File: src/rtl/token_table_symbol_expander_assert.svh
// assertion macros for the token table symbol expander
// used by the controller; needs clk and rst_n in the including module
`ifndef TOKEN_TABLE_SYMBOL_EXPANDER_ASSERT_SVH
`define TOKEN_TABLE_SYMBOL_EXPANDER_ASSERT_SVH

// same-cycle implication
`define TTS_ASSERT_IMPLY(label, ante, cons) \
    label: assert property (@(posedge clk) disable iff (!rst_n) (ante) |-> (cons)) \
        else $error("token expander check failed");

// next-cycle implication
`define TTS_ASSERT_NEXT(label, ante, cons) \
    label: assert property (@(posedge clk) disable iff (!rst_n) (ante) |=> (cons)) \
        else $error("token expander check failed");

`endif

File: src/rtl/tts_pkg.sv
// shared types and constants of the token table symbol expander
// no dependencies
package tts_pkg;

    localparam int TTS_TOKEN_MEM_DEPTH = 4096;
    localparam int TTS_MAX_TOKEN_LEN   = 32;

    localparam logic [1:0] REQ_BYTE   = 2'd0;
    localparam logic [1:0] REQ_START  = 2'd1;
    localparam logic [1:0] REQ_STREAM = 2'd2;

    typedef struct packed {
        logic wr_byte;
        logic wr_start;
        logic open_symbol;
        logic zero_symbol;
        logic lookup;
        logic load_start;
        logic scan_step;
        logic scan_done;
        logic load_char;
        logic load_mark;
        logic commit;
    } cmd_t;

    typedef struct packed {
        logic in_symbol;
        logic sb_zero;
        logic data_zero;
        logic len_max;
        logic no_chars;
        logic ends;
        logic idx_last;
        logic out_free;
    } sts_t;

endpackage

File: src/rtl/tts_ctrl.sv
// controller state machine of the token table symbol expander
// depends on tts_pkg and token_table_symbol_expander_assert.svh
`include "token_table_symbol_expander_assert.svh"

module tts_ctrl
    import tts_pkg::*;
(
    input  logic       clk,
    input  logic       rst_n,
    input  logic       in_valid,
    output logic       in_ready,
    input  logic [1:0] req_type,
    input  sts_t       sts,
    output cmd_t       cmd
);

    localparam logic [2:0] S_IDLE      = 3'd0;
    localparam logic [2:0] S_LOOKUP    = 3'd1;
    localparam logic [2:0] S_SCAN_RD   = 3'd2;
    localparam logic [2:0] S_SCAN_CHK  = 3'd3;
    localparam logic [2:0] S_EMIT_RD   = 3'd4;
    localparam logic [2:0] S_EMIT_WAIT = 3'd5;
    localparam logic [2:0] S_MARK      = 3'd6;

    logic [2:0] state_reg;
    logic [2:0] state_next;

    assign in_ready = (state_reg == S_IDLE);

    always_comb
    begin
        state_next = state_reg;
        cmd        = '0;
        case (state_reg)
            S_IDLE:
            begin
                if (in_valid)
                begin
                    case (req_type)
                        REQ_BYTE:  cmd.wr_byte  = 1'b1;
                        REQ_START: cmd.wr_start = 1'b1;
                        REQ_STREAM:
                        begin
                            if (sts.in_symbol)
                            begin
                                cmd.lookup = 1'b1;
                                state_next = S_LOOKUP;
                            end
                            else if (sts.sb_zero)
                            begin
                                cmd.zero_symbol = 1'b1;
                                state_next      = S_MARK;
                            end
                            else
                            begin
                                cmd.open_symbol = 1'b1;
                            end
                        end
                        default: ;
                    endcase
                end
            end
            S_LOOKUP:
            begin
                cmd.load_start = 1'b1;
                state_next     = S_SCAN_RD;
            end
            S_SCAN_RD:
            begin
                state_next = S_SCAN_CHK;
            end
            S_SCAN_CHK:
            begin
                if (sts.data_zero || sts.len_max)
                begin
                    cmd.scan_done = 1'b1;
                    if (!sts.no_chars)
                    begin
                        state_next = S_EMIT_RD;
                    end
                    else if (sts.ends || !sts.data_zero)
                    begin
                        state_next = S_MARK;
                    end
                    else
                    begin
                        cmd.commit = 1'b1;
                        state_next = S_IDLE;
                    end
                end
                else
                begin
                    cmd.scan_step = 1'b1;
                    state_next    = S_SCAN_RD;
                end
            end
            S_EMIT_RD:
            begin
                state_next = S_EMIT_WAIT;
            end
            S_EMIT_WAIT:
            begin
                if (sts.out_free)
                begin
                    cmd.load_char = 1'b1;
                    if (sts.idx_last)
                    begin
                        cmd.commit = 1'b1;
                        state_next = S_IDLE;
                    end
                    else
                    begin
                        state_next = S_EMIT_RD;
                    end
                end
            end
            S_MARK:
            begin
                if (sts.out_free)
                begin
                    cmd.load_mark = 1'b1;
                    cmd.commit    = 1'b1;
                    state_next    = S_IDLE;
                end
            end
            default:
            begin
                state_next = S_IDLE;
            end
        endcase
    end

    always_ff @(posedge clk or negedge rst_n)
    begin
        if (!rst_n)
        begin
            state_reg <= S_IDLE;
        end
        else
        begin
            state_reg <= state_next;
        end
    end

    `TTS_ASSERT_NEXT(a_emit_stall_holds, (state_reg == S_EMIT_WAIT) && !sts.out_free, state_reg == S_EMIT_WAIT)
    `TTS_ASSERT_IMPLY(a_load_needs_free, cmd.load_char || cmd.load_mark, sts.out_free)
    `TTS_ASSERT_NEXT(a_scan_continues, (state_reg == S_SCAN_CHK) && !sts.data_zero && !sts.len_max, state_reg == S_SCAN_RD)
    `TTS_ASSERT_IMPLY(a_one_action, 1'b1, $onehot0({cmd.load_char, cmd.load_mark, cmd.wr_byte, cmd.wr_start, cmd.lookup}))

endmodule

File: config.mk
export PLATFORM = sky130hd
export DESIGN_NAME = tts_ctrl
export DESIGN_NICKNAME = d
export VERILOG_FILES = /design/src/rtl/tts_pkg.sv /design/src/rtl/tts_ctrl.sv
export VERILOG_INCLUDE_DIRS = /design/src /design/src/rtl
export SDC_FILE = /design/constraint.sdc
export NUM_CORES = 1
export LEC_CHECK = 0
export ABC_AREA = 1
export BUFFER_PORTS_ARGS = -buffer_cell sky130_fd_sc_hd__buf_2
export CORE_MARGIN = 4
export CORE_UTILIZATION = 23
export CTS_CLUSTER_DIAMETER = 100
export DETAILED_ROUTE_END_ITERATION = 16
export PLACE_DENSITY_LB_ADDON = 0.2
export SLEW_MARGIN = 20
export SYNTH_ARGS = -nofsm -noshare
export SYNTH_HDL_FRONTEND = slang
export SYNTH_SLANG_ARGS = --single-unit
File: constraint.sdc
create_clock -name clk -period 1.2 [get_ports clk]
set_input_delay 0.06 -clock clk [delete_from_list [all_inputs] [get_ports clk]]
set_output_delay 0.06 -clock clk [all_outputs]
set_load 0.01 [all_outputs]
==> impl_table.tex <==
\begin{tabular}{lr}
\hline
Metric & Value \\
\hline
\multicolumn{2}{l}{\textbf{STA}} \\
\quad Fin. max-slew vios & 0 \\
\quad Upper clock frequency limit & 0.7264 GHz \\
\quad Headroom to the max-slew limit & 86.56\% \\
\quad Post-layout minimum cycle time & 1377 ps \\
\quad Final setup margin & -176.7 ps \\
\quad Largest clock skew in the final design & 4.557 ps \\
\quad Unrepaired setup endpoints after global routing & yes \\
\quad Final setup violation count & 11 \\
\quad Aggregate negative setup slack & -1122 ps \\
\quad Ratio of final minimum period to clock period & 114.7\% \\
\quad Worst-margin pin slew & 199.5 ps \\
\quad Final Hold Violating Endpoints & 0 \\
\multicolumn{2}{l}{\textbf{Clocking}} \\
\quad Clk\_lat worst skew & 240 ps \\
\quad CTS tree & built \\
\quad Inserted Clock Buffers & 3 \\
\quad Count of clock tree sinks & 3 \\
\quad Library cell used as clock root buffer & sky130\_fd\_sc\_hd\_\_clkbuf\_4 \\
\quad Clock input transition at the sequential cells of the worst setup and hold paths & 40 ps \\
\quad H-tree Lvls & 1 \\
\quad Maximum buffer depth of the clock tree & 2 \\
\multicolumn{2}{l}{\textbf{Logic synthesis}} \\
\quad Count of unique library cells instantiated by Yosys & 14 \\
\quad Proportion of synthesized chip area in sequential cells & 19.48\% \\
\quad Cell count after synthesis & 74 \\
\quad Post-synthesis instance area & 385.4 µm² \\
\quad Syn nets & 87 \\
\quad Synthesized area per cell & 5.208 µm² \\
\quad Register bit total from synthesis & 3 \\
\quad Count of warnings emitted by yosys & 0 \\
\multicolumn{2}{l}{\textbf{Route}} \\
\quad Router iterations before antenna repair & 4 \\
\quad Per-cell via count in the routed design & 4.305 \\
\quad Remaining antenna violation count after routing & 0 \\
\quad Post-Route WL & 1236 µm \\
\quad Number of remaining DRC errors & 0 \\
\quad Routed length per placed instance & 9.656 µm \\
\quad Number of design-rule violations left by the first detailed-router iteration & 2 \\
\quad Vias after detailed routing & 551 \\
\multicolumn{2}{l}{\textbf{Layout}} \\
\quad Utilization of the core after routing & 46.75\% \\
\quad Flip-flop count of the largest register, all copies and words added & 3 \\
\quad Final layout net count & 126 \\
\quad Area growth syn-to-layout & 87.01\% \\
\quad Share of cells above drive strength 1 & 55.36\% \\
\quad Leading cell type in the layout, fill and taps excluded & sky130\_fd\_sc\_hd\_\_buf\_2 \\
\quad N\_diodes & 0 \\
\quad Number of fill cells in the layout & 182 \\
\quad Commonest cells after routing, fill and taps aside & sky130\_fd\_sc\_hd\_\_buf\_2, sky130\_fd\_sc\_hd\_\_nand2\_1, sky130\_fd\_sc\_hd\_\_inv\_1 \\
\multicolumn{2}{l}{\textbf{Floorplan}} \\
\quad Standard-cell row count & 14 \\
\quad Die Span Y & 48.94 µm \\
\quad Effective utilization at floorplan & 25.00\% \\
\quad Floorplan core area & 1541 µm² \\
\quad Area enclosed by the die boundary & 2395 µm² \\
\quad Die Span X & 48.94 µm \\
\quad \# IOs & 25 \\
\multicolumn{2}{l}{\textbf{Power}} \\
\quad P\_leak & 0.4329 nW \\
\quad Switch share & 47.63\% \\
\quad Total net switching power & 0.0007158 W \\
\quad Internal power of the cells & 0.0007871 W \\
\quad Power density over cell area & 2085 nW/µm² \\
\quad Gate power share & 70.1\% \\
\quad Seq pwr share & 17.4\% \\
\quad Max rail drop VDD & 0.0009317 V \\
\quad Final Power & 0.001503 W \\
\quad Part of the power in the clock network & 12.5\% \\
\multicolumn{2}{l}{\textbf{Global route}} \\
\quad Wire length of the first global-routing pass & 2001 µm \\
\quad Gr usage total & 10.32\% \\
\quad Antenna violations before repair & 0 \\
\quad Largest net degree at the start of global routing & 9 \\
\quad Total global routing overflow & 0 \\
\quad Vias in the first global route & 487 \\
\multicolumn{2}{l}{\textbf{Critical path}} \\
\quad Largest driver fanout on the critical path & 5 \\
\quad Capturing element type of the critical path & output pin \\
\quad Setup slack of the worst register-to-register path & 20 ps \\
\quad Critical path type & reg2out \\
\quad CP Data Arrival Time & 1320 ps \\
\quad Data required, critical path & 1140 ps \\
\quad Sort of element at the start of the critical path & flop \\
\multicolumn{2}{l}{\textbf{Flow run}} \\
\quad Max-cap check violation count & 0 \\
\multicolumn{2}{l}{\textbf{Place}} \\
\quad Number of I/O port buffers & 24 \\
\quad Detailed Place HPWL & 937.8 µm \\
\quad RePlAce Congestion & 0.7273 \\
\multicolumn{2}{l}{\textbf{Worst hold path}} \\
\quad Type of the most critical hold path & in2reg \\
\multicolumn{2}{l}{\textbf{Outcome}} \\
\quad Failing checks & negative setup slack \\
\quad Run status & finished, violations left \\
\hline
\end{tabular}
-- layer usage --
metal | vias up | track usage (%) | part of all wire, %
met5 | - | 0 | 0
met4 | 0 | 1.345 | 0
met3 | 0 | 4.281 | 7.0
met2 | 19 | 15.43 | 47
met1 | 232 | 14.08 | 46
li1 | 300 | - | -
-- power by group through the flow --
stage	registers [W]	clock network, W	logic (W)
floorplan	0.000196	0	0.000527
global placement	0.000245	0	0.000654
detailed placement	0.000251	0	0.000662
CTS	0.000250	0.000192	0.000868
global route	0.000275	0.000204	0.00117
finish	0.000262	0.000188	0.00105
-- final timing paths --
check | startpoint | cells past startpoint | endpoint
setup / recovery | state_reg[1] | 6 | cmd[9]
hold / removal | sts[0] | 4 | state_reg[2]
setup reg to reg | state_reg[1] | 8 | state_reg[2]
hold reg to reg | state_reg[0] | 2 | state_reg[0]
max in group asynchronous | rst_n | 2 | state_reg[0]
min in group asynchronous | rst_n | 2 | state_reg[1]
-- repair_timing --
| action | 4_1_cts | 5_1_grt |
|---|---|---|
| buffers inserted | 6 | 4 |
| setup endpoints to repair | 15 | 15 |
| hold endpoints to repair | 3 | 0 |
| pin swaps | 2 | 4 |
| hold buffers | 1 | 0 |
| gates resized for setup | 14 | 13 |
-- cells in the mapped netlist --
library cell,count,area [µm²]
sky130_fd_sc_hd__a21oi_1,2,10.01
sky130_fd_sc_hd__buf_4,1,7.510
sky130_fd_sc_hd__dfrtp_1,3,75.07
sky130_fd_sc_hd__inv_1,16,60.06
sky130_fd_sc_hd__inv_2,3,11.26
sky130_fd_sc_hd__nand2_1,23,86.33
sky130_fd_sc_hd__nand2_2,2,12.51
sky130_fd_sc_hd__nand3_1,10,50.05
sky130_fd_sc_hd__nand4_1,1,6.260
sky130_fd_sc_hd__nor2_1,6,22.52
sky130_fd_sc_hd__nor2_4,1,11.26
sky130_fd_sc_hd__nor3_1,3,15.01
sky130_fd_sc_hd__nor3b_1,1,7.510
sky130_fd_sc_hd__o21ai_0,2,10.01
-- final cells by class --
type	instances	area, µm²	area share [%]
inverter	19	76.32	10.59
multi-input combinational	51	294.0	40.80
clock buffer	4	26.28	3.646
tap	16	20.02	2.778
timing repair buffer	35	225.2	31.25
sequential	3	78.83	10.94
-- kinds of logic after synthesis --
kind of cell	Yosys count	share of synthesized area, %
AOI/OAI and AO/OA	4	5.195
buffers and inverters	20	20.46
DFF	3	19.48
and+or+nand+nor	47	54.87
-- worst max-delay path: stages, from the launching register on --
cell and delay (ps):
sky130_fd_sc_hd__dfrtp_2 430, sky130_fd_sc_hd__inv_4 90, sky130_fd_sc_hd__nand2_4 50, sky130_fd_sc_hd__nor2_4 140
sky130_fd_sc_hd__inv_2 80, sky130_fd_sc_hd__nor3b_2 140, sky130_fd_sc_hd__buf_2 140
-- metrics by stage --
stage	instance area [µm²]	setup WS, ps	std cells	hold WS, ps
after floorplan	385.4	45.05	74	-235.6
after global placement	518.0	-4.345	113	-141.0
after detailed placement	518.0	-5.181	113	-142.8
after CTS	631.9	-205.7	124	138.1
after global routing	720.7	-259.4	128	142.0
final	720.7	-176.7	128	132.4
No activity file was read; power rests on OpenSTA's default activity.
